<file path="src/rtl/bvre_ram.sv">
// Generic simple dual-port RAM: one write port, one read port, registered read.
// Standalone; no package needed.
`timescale 1ns / 1ps
`default_nettype none

module bvre_ram #(
   parameter int Width = 8,
   parameter int Depth = 256
) (
   input  wire logic                     clock,
   input  wire logic                     wr_en,
   input  wire logic [$clog2(Depth)-1:0] wr_addr,
   input  wire logic [Width-1:0]         wr_data,
   input  wire logic                     rd_en,
   input  wire logic [$clog2(Depth)-1:0] rd_addr,
   output logic      [Width-1:0]         rd_data
);

   logic [Width-1:0] mem_ff [Depth];

   // Write port
   always_ff @(posedge clock) begin
      if (wr_en) begin
         mem_ff[wr_addr] <= wr_data;
      end
   end

   // Read port with registered output
   always_ff @(posedge clock) begin
      if (rd_en) begin
         rd_data <= mem_ff[rd_addr];
      end
   end

endmodule

`default_nettype wire

</file>
<file path="config.mk">
export PLATFORM = sky130hd
export DESIGN_NAME = bvre_ram
export DESIGN_NICKNAME = d
export VERILOG_FILES = /design/src/rtl/bvre_ram.sv
export SDC_FILE = /design/constraint.sdc
export NUM_CORES = 2
export LEC_CHECK = 0
export ABC_AREA = 1
export BUFFER_PORTS_ARGS = -buffer_cell sky130_fd_sc_hd__buf_4
export CORE_AREA = 2 2 506 508
export CTS_CLUSTER_DIAMETER = 150
export DETAILED_ROUTE_END_ITERATION = 16
export DIE_AREA = 0 0 508 510
export PLACE_DENSITY_LB_ADDON = 0.05
export SYNTH_ARGS = -nofsm -noshare
export SYNTH_HDL_FRONTEND = slang
export SYNTH_SLANG_ARGS = --single-unit
</file>
<file path="constraint.sdc">
create_clock -name clock -period 4.16 [get_ports clock]
set_input_delay 0.624 -clock clock [delete_from_list [all_inputs] [get_ports clock]]
set_output_delay 0.624 -clock clock [all_outputs]
set_load 0.02 [all_outputs]
</file>
==> results by stage <==
Global route:
- The met2 layer usage reported by global route is 34.2%.
- The busiest layer in global routing is met2.
- The remaining global-route overflow is 0.
- The initial antenna violation count is 17.
- Global routing consumed, over all layers together, 21.4% of the routing resources.
- Entering global routing, the biggest net connects 140 pins.
- The number of global-route vias before repair is 53459.
- In the global route stage, met1 resource usage came out at 30.8%.
- For met3 alone, demand over resource in global routing was 2.43%.
- The first global-routing pass estimated 403000 um of wire.

Critical path:
- The kind of capture point of the worst setup path is a register.
- Along the worst path, the maximum fanout reaches 56.
- The largest stage delay on the critical path is 610 ps.
- The startpoint class of the critical path is a primary input.
- The slowest stage of the critical path is the sky130_fd_sc_hd__buf_4 cell.
- The kind of critical path is in2reg.
- The critical path goes through buf_8 -> buf_4 -> buf_4 -> nand2_1 -> nand3_1 -> nand3_1 -> nand3_1 -> nand3_1 -> nand3_1 -> nand3_1 -> nand2_1 -> nand2_1 -> nand2_1.
- The kind of cell with the highest combined delay along the critical path is simple AND/OR/NAND/NOR gates.
- The number of buffers and inverters on the critical path is 3.
- At the worst endpoint, the arrival time is 3810 ps.
- The required time of the critical path is 4880 ps.
- The most numerous cell type found on the critical path is sky130_fd_sc_hd__nand3_1.

Clocking:
- The number of hold buffers added after CTS was 0.
- The setup fix buffers added after clock tree synthesis is 0.
- The CTS tree is built.
- Buffers inserted during clock tree synthesis total 233.
- The clock transition at the registers of the reported paths is 60 ps.
- The number of gates resized after CTS was 0.
- For this design, the sink count on the clock tree is 2056.
- The clock passes through at most 3 buffers.
- The cell sitting at the root of the clock tree is a sky130_fd_sc_hd__clkbuf_16.
- The clock insertion delay at the later pin of the skew report is 870 ps.
- The H-tree generated during clock tree synthesis spans 4 levels.

STA:
- The final-report max-slew violation count is 0.
- Setup repair after global routing left no endpoint under its margin.
- Adding up every negative setup slack in the final design gives 0 ps.
- For the final database, setup skew stands at 26.6 ps.
- The final hold violation count is 0.
- The relative slew slack is 25.8%.
- Setup slack closes at 1070 ps.
- The post-route clock period utilization is 74.3%.
- The worst path in the final design needs a cycle of 3090 ps, including I/O delays and setup.
- The maximum clock frequency is 323 MHz.
- The setup violation total in the final timing report is 0.
- The pin slew with the least headroom to its limit is 1110 ps.

Detailed routing:
- The wire length after detailed routing is 280000 um.
- After detailed routing, the average wire length per cell comes to 26.1 um.
- The first TritonRoute pass finished after 6 iterations.
- The DRC violations left is 0.
- The average vias per placed instance is 5.07.
- The violation count after the first detailed-route iteration is 4640.
- The final antenna-violating net count is 0.
- The detailed router placed 54522 vias in this run.

Synth:
- The library cell occupying the most area in the post-synthesis netlist is sky130_fd_sc_hd__edfxtp_1.
- The mapped netlist covers 0.0835 mm2.
- Synthesis inferred 2056 register bits.
- A synthesized cell averages 11.9 um2.
- The number of cells produced by synthesis is 7003.
- Synthesis produced a netlist with a net count of 7030.
- The Yosys step of the flow raised 0 warnings.
- The proportion of synthesized chip area in sequential cells is 74.0%.
- In this run, distinct cell masters in the synthesized netlist total 13.
- After synthesis, the cell types taking the most area are sky130_fd_sc_hd__edfxtp_1 (74%), sky130_fd_sc_hd__nand3_1 (12%), sky130_fd_sc_hd__nand2_1 (9.5%).
- The share of synthesized area in the top cell type comes to 74.0%.

Run status:
- The flow ran to the end, and the final reports show no timing, DRC or antenna violations.

Final layout:
- The post-route netlist has 10.1% of its cells at a drive strength greater than 1.
- At the end of the flow, the number of nets in the layout was 7217.
- The final instance count without filler cells is 10758.
- The multi-input combinational cell area is 0.0192 mm2.
- The library cells used most frequently in the layout, excluding fill and tap cells, are sky130_fd_sc_hd__nand2_1 (2107), sky130_fd_sc_hd__edfxtp_1 (2056), sky130_fd_sc_hd__nand3_1 (2019).
- The most common library cell in the layout ignoring fill and taps is sky130_fd_sc_hd__nand2_1.
- The filler cells instantiated in the layout total 24639.
- Compared with the post-synthesis result, the final layout area differs by 15.7%.
- The final standard cell area without fillers is 0.0965 mm2.
- Across the whole layout, storage elements account for 0.0617 mm2.

Power:
- The analysis attributes to cell leakage a power of 33.6 nW.
- For this design the ratio of total power to cell area is 468 mW/mm2.
- The completed layout was analyzed and its total power is 45.2 mW.
- IR analysis of the VDD net gives a maximum drop of 0.000423 V.

Die:
- In this run the core area contains 185 standard-cell rows.
- The starting density of the core is 32.9%.
- The die span in x is 508 um.
- The floorplan step defined a core boundary enclosing 0.253 mm2.
- The die height is 510 um.
- 35 I/O pins were placed.
- The die covers 0.259 mm2.

Placed design:
- Once detailed placement completed, the half-perimeter wirelength came to 168000 um.
- The final weighted congestion of routability-driven global placement is 0.800.
- At the placement stage, the worst setup path has a slack of 172 ps.
- In this run the tool buffered the top-level ports with 34 buffer cells.
- The count of placed standard cells including taps is 10321.
- The total placed instance area is 0.0895 mm2.

Hold path:
- The kind of path behind the tightest hold check is in2reg.

Flow run:
- The tool flagged a number of max-cap violations equal to 0.
-- per-stage QoR --
stage                     hold slack [ps]  utilization [%]
after global routing                 70.4             38.1
after CTS                            41.4             38.1
after detailed placement             1000             35.3
after floorplan                       723                -
final                                 128             38.1
after global placement                997             35.3
-- logic make-up after synthesis --
| logic type | count (synthesis) | synth area share (%) |
|---|---|---|
| flip-flops | 2056 | 74.0 |
| buffers and inverters | 522 | 3.12 |
| AND/OR/NAND/NOR | 4425 | 22.9 |
-- report_power, final --
part / internal [mW] / total, mW / switching [mW]
Combinational: 0.694 / 2.89 / 2.20
Clock: 11.0 / 19.4 / 8.39
Sequential: 22.8 / 22.9 / 0.0323
-- registers in the layout, summed over array words and instances (netlist names) --
name     cells
mem_ff    2048
rd_data      8
-- synthesized netlist by cell type --
cell and count:
sky130_fd_sc_hd__nor2_1 283, sky130_fd_sc_hd__inv_1 36, sky130_fd_sc_hd__buf_8 1, sky130_fd_sc_hd__nand2_1 2123
sky130_fd_sc_hd__inv_4 1, sky130_fd_sc_hd__nand3_1 2019, sky130_fd_sc_hd__buf_1 40, sky130_fd_sc_hd__buf_4 46
sky130_fd_sc_hd__edfxtp_1 2056, sky130_fd_sc_hd__clkbuf_1 112, sky130_fd_sc_hd__buf_2 268, sky130_fd_sc_hd__buf_6 16
sky130_fd_sc_hd__inv_2 2
-- final cells by class --
class	count	area share [%]
repair buffers	435	4.30
diodes	7	0.0181
clock buffers	311	6.47
multi-input cells	4425	19.9
well taps	3366	4.36
flip-flops and latches	2056	63.9
inverters	39	0.189
clock inverters	119	0.845
-- worst paths after layout --
kind	from	to	slack, ps	cells after the start
worst max-delay path	rd_addr[0]	rd_data[2]	1070	13
worst min register to register	mem_ff[154][3]	rd_data[3]	1080	10
worst max register to register	mem_ff[241][2]	rd_data[2]	1760	10
worst min-delay path	rd_en	rd_data[1]	130	1
-- metal layers --
metal	share of wire, %	wire length [um]	vias up
li1	-	-	25303
met2	47	131000	1223
met3	4.1	11400	313
met1	47	131000	27681
met4	2.6	7160	2
met5	0.0029	8	-
(Power assumes the default switching activity.)
