### src/rtl/bvre_pkg.sv
// Shared constants, types and helper functions of the bit vector range engine.
// No dependencies; ctrl, byte unit, top and checker refer to it by scoped names.
`timescale 1ns / 1ps
`default_nettype none

package bvre_pkg;

   // Store geometry
   localparam int MaxBits    = 65536;
   localparam int ByteW      = 8;
   localparam int StoreBytes = (MaxBits + ByteW - 1) / ByteW;
   localparam int AddrW      = $clog2(StoreBytes);
   localparam int BitSelW    = $clog2(ByteW);

   // Field widths and bus packing
   localparam int FieldW    = 17;
   localparam int ModeW     = 2;
   localparam int ReqFieldW = 3 * FieldW + 1;
   localparam int ReqDataW  = ((ReqFieldW + 7) / 8) * 8;
   localparam int RspFieldW = FieldW + 2;
   localparam int RspDataW  = ((RspFieldW + 7) / 8) * 8;

   typedef enum logic [ModeW-1:0] {
      MODE_ASSIGN = 2'd0,
      MODE_TEST   = 2'd1,
      MODE_COUNT  = 2'd2,
      MODE_RESIZE = 2'd3
   } mode_type;

   typedef enum logic [2:0] {
      ST_IDLE,
      ST_PREP,
      ST_WALK,
      ST_DRAIN,
      ST_FINISH
   } state_type;

   // One byte beat from the controller to the byte unit, aligned with read data
   typedef struct packed {
      logic             clr;   // clear the ones accumulator
      logic             vld;   // read data of this beat is on the RAM output
      logic             wr;    // write the merged byte back
      logic             fill;  // value written into masked bits
      logic [AddrW-1:0] addr;
      logic [ByteW-1:0] mask;
   } beat_type;

   // Bits lo..hi (inclusive) of a byte set
   function automatic logic [ByteW-1:0] span_mask(input logic [BitSelW-1:0] lo,
                                                  input logic [BitSelW-1:0] hi);
      logic [ByteW-1:0] m;
      for (int j = 0; j < ByteW; j++) begin
         m[j] = (BitSelW'(j) >= lo) && (BitSelW'(j) <= hi);
      end
      return m;
   endfunction

   // Number of ones in a byte
   function automatic logic [BitSelW:0] pop_byte(input logic [ByteW-1:0] b);
      logic [BitSelW:0] cnt;
      cnt = '0;
      for (int j = 0; j < ByteW; j++) begin
         cnt = cnt + (BitSelW + 1)'(b[j]);
      end
      return cnt;
   endfunction

endpackage

`default_nettype wire

### src/rtl/bvre_byte_unit.sv
// Byte datapath: merges the fill value into a read byte and counts masked ones.
// Depends on bvre_pkg; fed by bvre_ctrl, writes back into bvre_ram.
`timescale 1ns / 1ps
`default_nettype none

module bvre_byte_unit (
   input  wire logic                          clock,
   input  wire logic                          reset,
   input  wire bvre_pkg::beat_type            beat,
   input  wire logic [bvre_pkg::ByteW-1:0]    rd_data,
   output logic                               wr_en,
   output logic      [bvre_pkg::AddrW-1:0]    wr_addr,
   output logic      [bvre_pkg::ByteW-1:0]    wr_data,
   output logic      [bvre_pkg::FieldW-1:0]   ones
);

   logic [bvre_pkg::FieldW-1:0] ones_ff;
   logic [bvre_pkg::FieldW-1:0] ones_in;
   logic [bvre_pkg::ByteW-1:0]  hit;

   // Merge the fill value into the masked bits
   always_comb begin
      hit     = rd_data & beat.mask;
      wr_en   = beat.vld & beat.wr;
      wr_addr = beat.addr;
      wr_data = (rd_data & ~beat.mask) | (beat.fill ? beat.mask : '0);
   end

   // Ones accumulator over the beats of one item
   always_comb begin
      ones_in = ones_ff;
      if (beat.clr) begin
         ones_in = '0;
      end else if (beat.vld) begin
         ones_in = ones_ff + bvre_pkg::FieldW'(bvre_pkg::pop_byte(hit));
      end
   end

   always_ff @(posedge clock) begin
      if (reset) begin
         ones_ff <= '0;
      end else begin
         ones_ff <= ones_in;
      end
   end

   assign ones = ones_ff;

endmodule

`default_nettype wire

### config.mk
export PLATFORM = sky130hd
export DESIGN_NAME = bvre_byte_unit
export DESIGN_NICKNAME = d
export VERILOG_FILES = /design/src/rtl/bvre_pkg.sv /design/src/rtl/bvre_byte_unit.sv
export SDC_FILE = /design/constraint.sdc
export NUM_CORES = 1
export LEC_CHECK = 0
export ABC_CLOCK_PERIOD_IN_PS = 5000
export BUFFER_PORTS_ARGS = -buffer_cell sky130_fd_sc_hd__buf_2
export CORE_MARGIN = 1.5
export CORE_UTILIZATION = 43
export CTS_CLUSTER_DIAMETER = 150
export DETAILED_ROUTE_END_ITERATION = 6
export PLACE_DENSITY = 0.79
export SLEW_MARGIN = 20
export SYNTH_ARGS = -nofsm -noshare
export SYNTH_HDL_FRONTEND = slang
export SYNTH_SLANG_ARGS = --single-unit
### constraint.sdc
create_clock -name clock -period 5 [get_ports clock]
set_clock_uncertainty 0.15 [all_clocks]
set_input_delay 0.25 -clock clock [delete_from_list [all_inputs] [get_ports clock]]
set_output_delay 0.25 -clock clock [all_outputs]
set_load 0.005 [all_outputs]
==> impl_metrics.tcl <==
set metrics [dict create \
    cp.arrival_ns 4.27 \
    rows 19 \
    synth-seq-cells 17 \
    avgSynthCellArea_um2 9.18 \
    synth.most_common_cell "dfxtp_1" \
    core_um2 2780 \
    multiInputGateArea_um2 793 \
    gr-usage-all-layers 0.167 \
    worst-path-max-fanout 6 \
    dieHeight_um 57.3 \
    dp_hpwl_um 2240 \
    crit_chain "fa_1 > inv_1 > fa_1 > inv_1 > fa_1 > fa_1 > fa_1 > a211oi_1 > or3_4 > xor2_1 > nor2_1" \
    finalNonFillerCells 204 \
    initial_core_util 0.455 \
    netlist_instances 138 \
    synth_compound_area_frac 0.116 \
    ys_seq_area_frac 0.269 \
    cts_hold_buf 0 \
    setup_ws_ns 0.743 \
    dr.pass1.iters 4 \
    synth-simple-area-share 0.243 \
    grt_overflow 0 \
    tns_ns 0 \
    min_delay_path_depth 3 \
    cts_setup_buffers 0 \
    synth-xor-area-share 0.0346 \
    synth_area_um2 1270 \
    drv_slew 0 \
    largest_register_ffs 17 \
    crit_path_start "ones[0]" \
    cts_tree "built" \
    synthTopCellsByCount "dfxtp_1, buf_4, nor2_1, a21oi_1, mux2_2" \
    nFillCells 264 \
    grt_pass1_vias 993 \
    r2r-start "ones[0]" \
    drtIter0Drc 30 \
    synth_fa_ha_area_frac 0.138 \
    io_pins 74 \
    synth_edf_count 0 \
    htree_levels 1 \
    grt_max_degree 15 \
    crit_top_cell "fa_1" \
    cpPeakStageDelay_ns 0.58 \
    irDropWorstVdd_uv 142 \
    finalHoldViolCount 0 \
    status "complete, no violations" \
    worstHoldPathType "input port to register" \
    setup_viol 0 \
    antenna_found_initial 0 \
    layout-drive-gt1-share 0.370 \
    detail-route-antenna-nets 0 \
    regArea_um2 340 \
    clockRootBuffer "clkbuf_4" \
    period_needed_ns 4.26 \
    crit_path_start_kind "register" \
    ys_types 39 \
    worstSkewPairLatency_ns 0.29 \
    timing.hold.ws_ns 0.0975 \
    syn-num-nets 184 \
    drv_cap 0 \
    wirelength_um 2740 \
    grt_pass1_wl_um 4340 \
    place.gp.congestion 0.841 \
    synthTopCellsByArea "dfxtp_1, fa_1, buf_4, mux2_2, ha_1" \
    synthMuxAreaShare 0.0949 \
    placed_cells 200 \
    drt-wirelength-per-cell_um 13.4 \
    yosys_warnings 0 \
    cts_buffers 3 \
    place_area_um2 1430 \
    cts_resized 0 \
    worstSetupPathType "register to register" \
    total_power_uw 291 \
    cts.path.max_buffers 2 \
    finish.utilization 0.525 \
    vias 1127 \
    r2r_cells 11 \
    crit_required_ns 5.01 \
    die_x_um 57.3 \
    min_from "reset" \
    power_density_nw_per_um2 199 \
    synth_flop_cell "dfxtp_1" \
    area_growth_syn_to_layout_pct 15.3 \
    finalNetCount 220 \
    vias_per_cell 5.52 \
    finalInstanceArea_um2 1460 \
    drt_drc_violations_left 0 \
    worstMarginPinSlew_ns 0.658 \
    yosysTopAreaCellShare 0.269 \
    antenna_cells 0 \
    path_clk_slew_ns 0.10 \
    cts_sinks 17 \
    synth_top_family_by_area "simple AND/OR/NAND/NOR gates" \
    yosys.area.top_type "dfxtp_1" \
    rsz0062_at_grt "no" \
    leakagePower_nw 0.673 \
    port_buffers 47 \
    slew_headroom 0.559 \
    cp_slowest_cell "a211oi_1" \
    dieArea_um2 3280 \
    dp_slack_ns 0.615 \
    async_flop_share 0 \
    fmax_ghz 0.235 \
    cp-end-kind "register" \
    period_share 0.851 \
]
-- layout make-up --
cell class,count,area share
multi-input cells,99,0.543
flip-flops and latches,17,0.233
repair buffers,48,0.166
well taps,31,0.0266
clock buffers,4,0.0180
inverters,5,0.0129
-- worst max-delay path: cells and delay by family (launching register included) --
family                   cells  cell delay, ns
adder cells (fa/ha/maj)      5            2.45
flip-flops                   1            0.35
AND/OR/NAND/NOR              2            0.33
XOR/XNOR                     1            0.16
AO/OA/AOI/OAI                1            0.58
buffers and inverters        2            0.10
-- power breakdown --
part	internal (mW)	total (mW)	leakage (nW)	switching [mW]
combinational	0.0390	0.0766	0.520	0.0377
clock	0.0310	0.0745	0.0150	0.0435
sequential	0.138	0.140	0.137	0.00221
total	0.208	0.291	0.673	0.0834
-- metal layers --
metal  up-vias  part of all wire  GRT usage
li1        558                 -          -
met1       506              0.41      0.215
met2        53              0.49      0.271
met3        10             0.071     0.0363
met4         0             0.028     0.0731
met5         -                 0          0
-- logic make-up (layout without fill, tap and decap cells) --
group                      after synthesis  after routing
AOI/OAI and AO/OA                       23             23
buffers and inverters                   22             57
adders and majority gates               11             11
xor gates and xnor gates                 5              5
DFF                                     17             17
muxes                                   11             11
and+or+nand+nor                         49             49
-- placed cells by master, fill, tap and decap left out, drive strengths merged, types with 3 or more instances in the layout --
cell type,count
fa,5
mux2,8
or4,3
xnor2,4
ha,6
nand2,7
inv,5
or3,6
nor2,9
mux2i,3
a21oi,8
o21ai,5
dfxtp,17
buf,48
clkbuf,4
o31ai,3
nand3,3
nand4,3
and2,7
-- final timing paths --
check,endpoint,slack [ns]
worst max-delay path,ones[8],0.74
worst min-delay path,ones[14],0.1
worst max register to register,ones[8],0.74
worst min register to register,ones[11],0.36
Note: power is estimated with default switching activity, not from simulation.
