==> src/rtl/bvre_pkg.sv <==
// Shared constants, types and helper functions of the bit vector range engine.
// No dependencies; ctrl, byte unit, top and checker refer to it by scoped names.
`timescale 1ns / 1ps
`default_nettype none

package bvre_pkg;

   // Store geometry
   localparam int MaxBits    = 65536;
   localparam int ByteW      = 8;
   localparam int StoreBytes = (MaxBits + ByteW - 1) / ByteW;
   localparam int AddrW      = $clog2(StoreBytes);
   localparam int BitSelW    = $clog2(ByteW);

   // Field widths and bus packing
   localparam int FieldW    = 17;
   localparam int ModeW     = 2;
   localparam int ReqFieldW = 3 * FieldW + 1;
   localparam int ReqDataW  = ((ReqFieldW + 7) / 8) * 8;
   localparam int RspFieldW = FieldW + 2;
   localparam int RspDataW  = ((RspFieldW + 7) / 8) * 8;

   typedef enum logic [ModeW-1:0] {
      MODE_ASSIGN = 2'd0,
      MODE_TEST   = 2'd1,
      MODE_COUNT  = 2'd2,
      MODE_RESIZE = 2'd3
   } mode_type;

   typedef enum logic [2:0] {
      ST_IDLE,
      ST_PREP,
      ST_WALK,
      ST_DRAIN,
      ST_FINISH
   } state_type;

   // One byte beat from the controller to the byte unit, aligned with read data
   typedef struct packed {
      logic             clr;   // clear the ones accumulator
      logic             vld;   // read data of this beat is on the RAM output
      logic             wr;    // write the merged byte back
      logic             fill;  // value written into masked bits
      logic [AddrW-1:0] addr;
      logic [ByteW-1:0] mask;
   } beat_type;

   // Bits lo..hi (inclusive) of a byte set
   function automatic logic [ByteW-1:0] span_mask(input logic [BitSelW-1:0] lo,
                                                  input logic [BitSelW-1:0] hi);
      logic [ByteW-1:0] m;
      for (int j = 0; j < ByteW; j++) begin
         m[j] = (BitSelW'(j) >= lo) && (BitSelW'(j) <= hi);
      end
      return m;
   endfunction

   // Number of ones in a byte
   function automatic logic [BitSelW:0] pop_byte(input logic [ByteW-1:0] b);
      logic [BitSelW:0] cnt;
      cnt = '0;
      for (int j = 0; j < ByteW; j++) begin
         cnt = cnt + (BitSelW + 1)'(b[j]);
      end
      return cnt;
   endfunction

endpackage

`default_nettype wire

==> src/rtl/bvre_ctrl.sv <==
// Sequencer: takes request beats, holds the length, walks the byte range through
// the RAM read port and forms the response. Depends on bvre_pkg.
`timescale 1ns / 1ps
`default_nettype none

module bvre_ctrl (
   input  wire logic                          clock,
   input  wire logic                          reset,
   // request
   input  wire logic                          req_tvalid,
   output logic                               req_tready,
   input  wire logic [bvre_pkg::ModeW-1:0]    req_mode,
   input  wire logic [bvre_pkg::FieldW-1:0]   req_first,
   input  wire logic [bvre_pkg::FieldW-1:0]   req_stop,
   input  wire logic                          req_value,
   input  wire logic [bvre_pkg::FieldW-1:0]   req_length,
   // response
   output logic                               rsp_tvalid,
   input  wire logic                          rsp_tready,
   output logic                               rsp_bit,
   output logic      [bvre_pkg::FieldW-1:0]   rsp_tally,
   output logic                               rsp_error,
   // RAM read side and byte unit
   output logic                               rd_en,
   output logic      [bvre_pkg::AddrW-1:0]    rd_addr,
   output bvre_pkg::beat_type                 beat,
   input  wire logic [bvre_pkg::FieldW-1:0]   ones
);

   localparam int FieldW  = bvre_pkg::FieldW;
   localparam int AddrW   = bvre_pkg::AddrW;
   localparam int BitSelW = bvre_pkg::BitSelW;

   bvre_pkg::state_type state_ff, state_in;
   bvre_pkg::beat_type  beat_ff, beat_in;

   // control state
   logic [FieldW-1:0] len_ff, len_in;
   logic              rsp_vld_ff, rsp_vld_in;

   // latched command
   bvre_pkg::mode_type mode_ff, mode_in;
   logic [FieldW-1:0]  first_ff, first_in;
   logic [FieldW-1:0]  stop_ff, stop_in;
   logic               val_ff, val_in;
   logic [FieldW-1:0]  nlen_ff, nlen_in;

   // walk registers
   logic [AddrW-1:0]   addr_ff, addr_in;
   logic [AddrW-1:0]   head_ff, head_in;
   logic [AddrW-1:0]   tail_ff, tail_in;
   logic [BitSelW-1:0] lo_sel_ff, lo_sel_in;
   logic [BitSelW-1:0] hi_sel_ff, hi_sel_in;
   logic [FieldW-1:0]  span_ff, span_in;
   logic               err_ff, err_in;
   logic               wr_ff, wr_in;

   // response registers
   logic               rbit_ff, rbit_in;
   logic [FieldW-1:0]  tally_ff, tally_in;
   logic               rerr_ff, rerr_in;

   // range setup values
   logic [FieldW-1:0]  stop_c, nlen_s, lo, hi, hi_m1;
   logic               go, err_c, wr_c;
   logic               accept, prep_load, rsp_load;
   logic [BitSelW-1:0] lo_use, hi_use;

   // Range setup from the latched command
   always_comb begin
      stop_c = (stop_ff > len_ff) ? len_ff : stop_ff;
      nlen_s = (nlen_ff > FieldW'(bvre_pkg::MaxBits)) ? FieldW'(bvre_pkg::MaxBits) : nlen_ff;
      lo     = first_ff;
      hi     = stop_c;
      go     = 1'b0;
      err_c  = 1'b0;
      wr_c   = 1'b0;
      case (mode_ff)
         bvre_pkg::MODE_ASSIGN: begin
            go   = first_ff < stop_c;
            wr_c = 1'b1;
         end
         bvre_pkg::MODE_TEST: begin
            hi    = first_ff + FieldW'(1);
            go    = first_ff < len_ff;
            err_c = ~go;
         end
         bvre_pkg::MODE_COUNT: begin
            go    = first_ff < stop_c;
            err_c = first_ff > stop_c;
         end
         bvre_pkg::MODE_RESIZE: begin
            lo   = len_ff;
            hi   = nlen_s;
            go   = nlen_s > len_ff;
            wr_c = 1'b1;
         end
         default: begin
            go = 1'b0;
         end
      endcase
      hi_m1 = hi - FieldW'(1);
   end

   // Next state
   always_comb begin
      state_in = state_ff;
      case (state_ff)
         bvre_pkg::ST_IDLE: begin
            if (req_tvalid) state_in = bvre_pkg::ST_PREP;
         end
         bvre_pkg::ST_PREP: begin
            state_in = go ? bvre_pkg::ST_WALK : bvre_pkg::ST_FINISH;
         end
         bvre_pkg::ST_WALK: begin
            if (addr_ff == tail_ff) state_in = bvre_pkg::ST_DRAIN;
         end
         bvre_pkg::ST_DRAIN: begin
            state_in = bvre_pkg::ST_FINISH;
         end
         bvre_pkg::ST_FINISH: begin
            if (!rsp_vld_ff || rsp_tready) state_in = bvre_pkg::ST_IDLE;
         end
         default: begin
            state_in = bvre_pkg::ST_IDLE;
         end
      endcase
   end

   // State outputs
   always_comb begin
      req_tready = 1'b0;
      rd_en      = 1'b0;
      prep_load  = 1'b0;
      rsp_load   = 1'b0;
      beat_in    = '0;
      lo_use     = (addr_ff == head_ff) ? lo_sel_ff : '0;
      hi_use     = (addr_ff == tail_ff) ? hi_sel_ff : '1;
      case (state_ff)
         bvre_pkg::ST_IDLE: begin
            req_tready  = 1'b1;
            beat_in.clr = req_tvalid;
         end
         bvre_pkg::ST_PREP: begin
            prep_load = 1'b1;
         end
         bvre_pkg::ST_WALK: begin
            rd_en        = 1'b1;
            beat_in.vld  = 1'b1;
            beat_in.wr   = wr_ff;
            beat_in.fill = val_ff;
            beat_in.addr = addr_ff;
            beat_in.mask = bvre_pkg::span_mask(lo_use, hi_use);
         end
         bvre_pkg::ST_DRAIN: begin
            rd_en = 1'b0;
         end
         bvre_pkg::ST_FINISH: begin
            rsp_load = !rsp_vld_ff || rsp_tready;
         end
         default: begin
            req_tready = 1'b0;
         end
      endcase
      accept = req_tready & req_tvalid;
   end

   // Register next values
   always_comb begin
      len_in     = len_ff;
      rsp_vld_in = rsp_vld_ff;
      mode_in    = mode_ff;
      first_in   = first_ff;
      stop_in    = stop_ff;
      val_in     = val_ff;
      nlen_in    = nlen_ff;
      addr_in    = addr_ff;
      head_in    = head_ff;
      tail_in    = tail_ff;
      lo_sel_in  = lo_sel_ff;
      hi_sel_in  = hi_sel_ff;
      span_in    = span_ff;
      err_in     = err_ff;
      wr_in      = wr_ff;
      rbit_in    = rbit_ff;
      tally_in   = tally_ff;
      rerr_in    = rerr_ff;

      // latch the command beat
      if (accept) begin
         mode_in  = bvre_pkg::mode_type'(req_mode);
         first_in = req_first;
         stop_in  = req_stop;
         val_in   = req_value;
         nlen_in  = req_length;
      end

      // range setup, length update on resize
      if (prep_load) begin
         addr_in   = lo[BitSelW +: AddrW];
         head_in   = lo[BitSelW +: AddrW];
         tail_in   = hi_m1[BitSelW +: AddrW];
         lo_sel_in = lo[BitSelW-1:0];
         hi_sel_in = hi_m1[BitSelW-1:0];
         span_in   = stop_c - first_ff;
         err_in    = err_c;
         wr_in     = wr_c;
         if (mode_ff == bvre_pkg::MODE_RESIZE) len_in = nlen_s;
      end else if (state_ff == bvre_pkg::ST_WALK) begin
         addr_in = addr_ff + AddrW'(1);
      end

      // response output register
      if (rsp_load) begin
         rsp_vld_in = 1'b1;
         rbit_in    = (mode_ff == bvre_pkg::MODE_TEST) && !err_ff && ones[0];
         rerr_in    = err_ff;
         tally_in   = '0;
         if (mode_ff == bvre_pkg::MODE_COUNT && !err_ff) begin
            tally_in = val_ff ? ones : span_ff - ones;
         end
      end else if (rsp_tready) begin
         rsp_vld_in = 1'b0;
      end
   end

   // Control registers
   always_ff @(posedge clock) begin
      if (reset) begin
         state_ff   <= bvre_pkg::ST_IDLE;
         len_ff     <= '0;
         rsp_vld_ff <= 1'b0;
         beat_ff    <= '0;
      end else begin
         state_ff   <= state_in;
         len_ff     <= len_in;
         rsp_vld_ff <= rsp_vld_in;
         beat_ff    <= beat_in;
      end
   end

   // Payload registers
   always_ff @(posedge clock) begin
      mode_ff   <= mode_in;
      first_ff  <= first_in;
      stop_ff   <= stop_in;
      val_ff    <= val_in;
      nlen_ff   <= nlen_in;
      addr_ff   <= addr_in;
      head_ff   <= head_in;
      tail_ff   <= tail_in;
      lo_sel_ff <= lo_sel_in;
      hi_sel_ff <= hi_sel_in;
      span_ff   <= span_in;
      err_ff    <= err_in;
      wr_ff     <= wr_in;
      rbit_ff   <= rbit_in;
      tally_ff  <= tally_in;
      rerr_ff   <= rerr_in;
   end

   assign rd_addr    = addr_ff;
   assign beat       = beat_ff;
   assign rsp_tvalid = rsp_vld_ff;
   assign rsp_bit    = rbit_ff;
   assign rsp_tally  = tally_ff;
   assign rsp_error  = rerr_ff;

endmodule

`default_nettype wire

==> config.mk <==
export PLATFORM = sky130hd
export DESIGN_NAME = bvre_ctrl
export DESIGN_NICKNAME = d
export VERILOG_FILES = /design/src/rtl/bvre_pkg.sv /design/src/rtl/bvre_ctrl.sv
export SDC_FILE = /design/constraint.sdc
export NUM_CORES = 1
export LEC_CHECK = 0
export BUFFER_PORTS_ARGS = -buffer_cell sky130_fd_sc_hd__buf_2
export CORE_MARGIN = 8
export CORE_UTILIZATION = 35
export CTS_CLUSTER_DIAMETER = 30
export DETAILED_ROUTE_END_ITERATION = 10
export PLACE_DENSITY = 0.5
export SLEW_MARGIN = 20
export SYNTH_ARGS = -nofsm -noshare
export SYNTH_HDL_FRONTEND = slang
export SYNTH_SLANG_ARGS = --single-unit
==> constraint.sdc <==
create_clock -name clock -period 5.27 [get_ports clock]
set_clock_uncertainty 0.2 [all_clocks]
set_input_delay 0.2635 -clock clock [delete_from_list [all_inputs] [get_ports clock]]
set_output_delay 0.2635 -clock clock [all_outputs]
set_load 0.01 [all_outputs]
==> flow_metrics.py <==
metrics = {
    "power_and_ir_drop": {
        "p_per_area_mw_per_mm2": 305,
        "leakage_nw": 5.38,
        "maximum_ir_drop_on_the_vdd_rail_mv": 0.204,
    },
    "routing": {
        "ant_nets": 0,
        "detailroute.via_count": 8430,
        "detail_route.drc_violations": 0,
        "drtPass1Iterations": 7,
        "drt_iter0_drc": 667,
        "routed_via_density": 5.03,
        "post_drt_wl_per_cell_um": 18.9,
        "drt_wl_total_um": 31700,
    },
    "sta": {
        "setup_tns_ns": 0,
        "post-route-period-util": 0.924,
        "layout_min_cycle_time_ns": 4.87,
        "least_margin_pin_slew_ns": 0.925,
        "count_of_endpoints_failing_hold_in_the_final_timing_report": 0,
        "fmax_mhz": 205,
        "grt_setup_unrepaired": "false",
        "timing.final.setup_violations": 0,
        "final-max-slew-violation-count": 0,
        "final_worst_setup_slack_ns": 0.400,
        "worst_relative_slew_slack": 0.378,
    },
    "grt": {
        "antenna_found_initial": 0,
        "grt_pass1_vias": 8699,
        "grt-ovfl-total": 0,
        "pin_count_of_the_biggest_net_entering_global_routing": 54,
        "wire_length_of_the_first_global_routing_pass_um": 49200,
        "grt_use_total": 0.175,
    },
    "layout": {
        "final-instance-count-excl-fill": 1675,
        "fin_nets": 1433,
        "flow.area_growth_from_synthesis_pct": 22.5,
        "fill_cells": 2963,
        "layout-drive-gt1-share": 0.163,
        "regArea_mm2": 0.00503,
        "antenna-diode-count": 0,
        "multi_input_comb_area_mm2": 0.00528,
        "design_area_mm2": 0.0132,
    },
    "clock_tree": {
        "cts-buffers-inserted": 17,
        "cts-htree-levels": 4,
        "cts_tree": "built",
        "post_cts_resize_count": 0,
        "ctsLongestPathBuffers": 2,
        "post_cts.repair.setup_buffers": 0,
        "clk_pin_slew_worst_paths_ns": 0.07,
        "clock_latency_ns": 0.45,
        "sinks_on_clock_net": 183,
        "cts_hold_buf": 70,
        "root_buffer": "clkbuf_16",
    },
    "yosys": {
        "synth_fp_nets": 1236,
        "synth_cell_type_count": 76,
        "largest_area_contributor_in_the_netlist": "edfxtp_1",
        "synth_edf_count": 137,
        "syn-instance-count": 1069,
        "ys.warnings.count": 0,
        "synthFlopType": "edfxtp_1",
        "synth_area_per_cell_um2": 10.1,
        "proportion_of_register_bits_with_asynchronous_set_or_reset_after_synthesis": 0,
        "ys_seq_elements": 183,
        "netlist.area_leader.share": 0.381,
        "post_synth_instance_area_mm2": 0.0108,
        "yosysSeqAreaShare": 0.467,
        "netlist_top_cells_area": "edfxtp_1 (38%), ha_1 (10%), dfxtp_1 (8.5%)",
    },
    "setup_path": {
        "kind_of_end_point_of_the_critical_path": "flip-flop",
        "regToRegSetupSlack_ns": 0.40,
        "timing.critical_path.arrival_ns": 5.00,
        "worst-r2r-cell-count": 18,
        "critical_path_class": "reg2reg",
        "start_kind": "flip-flop",
        "critPathRequiredTime_ns": 5.41,
        "worst-path-max-fanout": 10,
    },
    "die": {
        "die-area_mm2": 0.0367,
        "chip_width_um": 192,
        "chipHeight_um": 192,
        "rows": 64,
        "floorplan.core_area_mm2": 0.0305,
        "pin_count": 135,
        "initial_utilization": 0.354,
    },
    "placement": {
        "detailed_place.area_mm2": 0.0119,
        "place.gp.congestion": 0.906,
        "dpl.hpwl_um": 24800,
        "dp.cells": 1572,
        "port_buffers": 134,
        "dp_slack_ns": 0.472,
    },
    "hold_path": {
        "min-delay-path-class": "in2reg",
        "whs_path_depth": 3,
    },
    "run_status": {
        "result_of_the_run": "finished clean",
    },
    "job": {
        "number_of_violations_of_the_max_capacitance_limit": 0,
    },
}
## worst paths after layout
check | startpoint | to
worst max register to register | len_ff[3]$_SDFFE_PP0P_ | state_ff[2]$_SDFFE_PP0P_
worst min-delay path | ones[0] | rsp_bit$_DFFE_PP_
worst min register to register | len_ff[16]$_SDFFE_PP0P_ | len_ff[16]$_SDFFE_PP0P_
worst max-delay path | len_ff[3]$_SDFFE_PP0P_ | state_ff[2]$_SDFFE_PP0P_
## layout make-up
cell class	instances	area share
clock buffer	22	0.0376
clock inverter	10	0.0100
inverter	85	0.0241
multi-input combinational	764	0.399
sequential	183	0.381
tap	396	0.0375
timing repair buffer	215	0.111
## cell usage in the layout (no fill, tap or decap), drive strengths merged, types with 3 or more instances in the layout
master,synthesis,routed
buf,8,145
edfxtp,137,137
nand2,112,112
ha,90,90
inv,84,88
a21oi,78,78
dlygate4sd3,0,70
nor2,62,62
xnor2,58,58
o21ai,51,51
dfxtp,46,46
a21o,29,29
nand3,28,28
xor2,27,27
and2,25,25
nor3,22,22
clkbuf,29,22
nand4,21,21
nor2b,18,18
nor4,13,13
and3,13,13
o21a,11,11
mux2i,11,11
nand2b,8,8
or3,6,6
a211oi,6,6
mux2,6,6
o21bai,5,5
or2,5,5
o211ai,5,5
clkinv,1,5
and4,5,5
a22o,4,4
a31oi,4,4
a22oi,4,4
a221o,3,3
a221oi,3,3
a211o,3,3
o221ai,3,3
## flip-flops by register name, summed over array words and instances, names as in the netlist, 17 cells and up
name,count
first_ff,17
stop_ff,17
beat,25
nlen_ff,17
rsp_tally,17
span_ff,17
len_ff,17
## cell families after synthesis
| family | share of synthesized area |
|---|---|
| muxes | 0.0172 |
| AOI/OAI and AO/OA | 0.138 |
| buffers and inverters | 0.0442 |
| xor gates and xnor gates | 0.0690 |
| DFF | 0.467 |
| and+or+nand+nor | 0.157 |
| adders and majority gates | 0.108 |
## through the flow
stage / hold slack, ns / utilization / power (mW)
detailed placement: 0.242 / 0.389 / 2.65
finish: 0.0253 / 0.433 / 4.03
global route: 0.0315 / 0.433 / 4.23
global placement: 0.240 / 0.389 / 2.64
CTS: 0.00440 / 0.433 / 4.07
floorplan: 0.162 / - / 2.36
## layer usage
metal  vias to the layer above  track usage  wire, µm
li1                       4232            -         -
met3                        35       0.0327      1630
met4                         0       0.0545       665
met1                      3934        0.232     14800
met2                       229        0.286     14600
met5                         -            0         0
## cell usage after synthesis (all sizes together) (4+ instances only)
master / number
and2: 25
o211ai: 5
edfxtp: 137
and4: 5
mux2i: 11
mux2: 6
nor2: 62
a21o: 29
xor2: 27
or2: 5
dfxtp: 46
o21ai: 51
nor3: 22
or3: 6
nand3: 28
o21a: 11
and3: 13
a31oi: 4
buf: 8
nand2: 112
inv: 84
clkbuf: 29
nor4: 13
o21bai: 5
a21oi: 78
a22oi: 4
nand2b: 8
xnor2: 58
nand4: 21
a22o: 4
a211oi: 6
nor2b: 18
ha: 90
## where the power goes
part	internal [mW]	switching (mW)
clock network	0.781	0.595
logic	0.371	0.505
registers	1.69	0.0914
total	2.84	1.19
## worst max-delay path: stages (launching register included)
cell and delay (ns):
dfxtp_1 0.38, inv_1 0.12, ha_1 0.35, and3_1 0.20, o211ai_1 0.22, o211ai_2 0.13
a22oi_2 0.23, buf_4 0.24, mux2_2 0.40, ha_1 0.30, nor2b_1 0.13, o21a_1 0.13
o21ai_0 0.11, a21oi_1 0.26, a41oi_1 0.28, o21ai_1 0.20, a21oi_1 0.10, o311a_1 0.41
o41a_1 0.37
(Power assumes the default switching activity.)
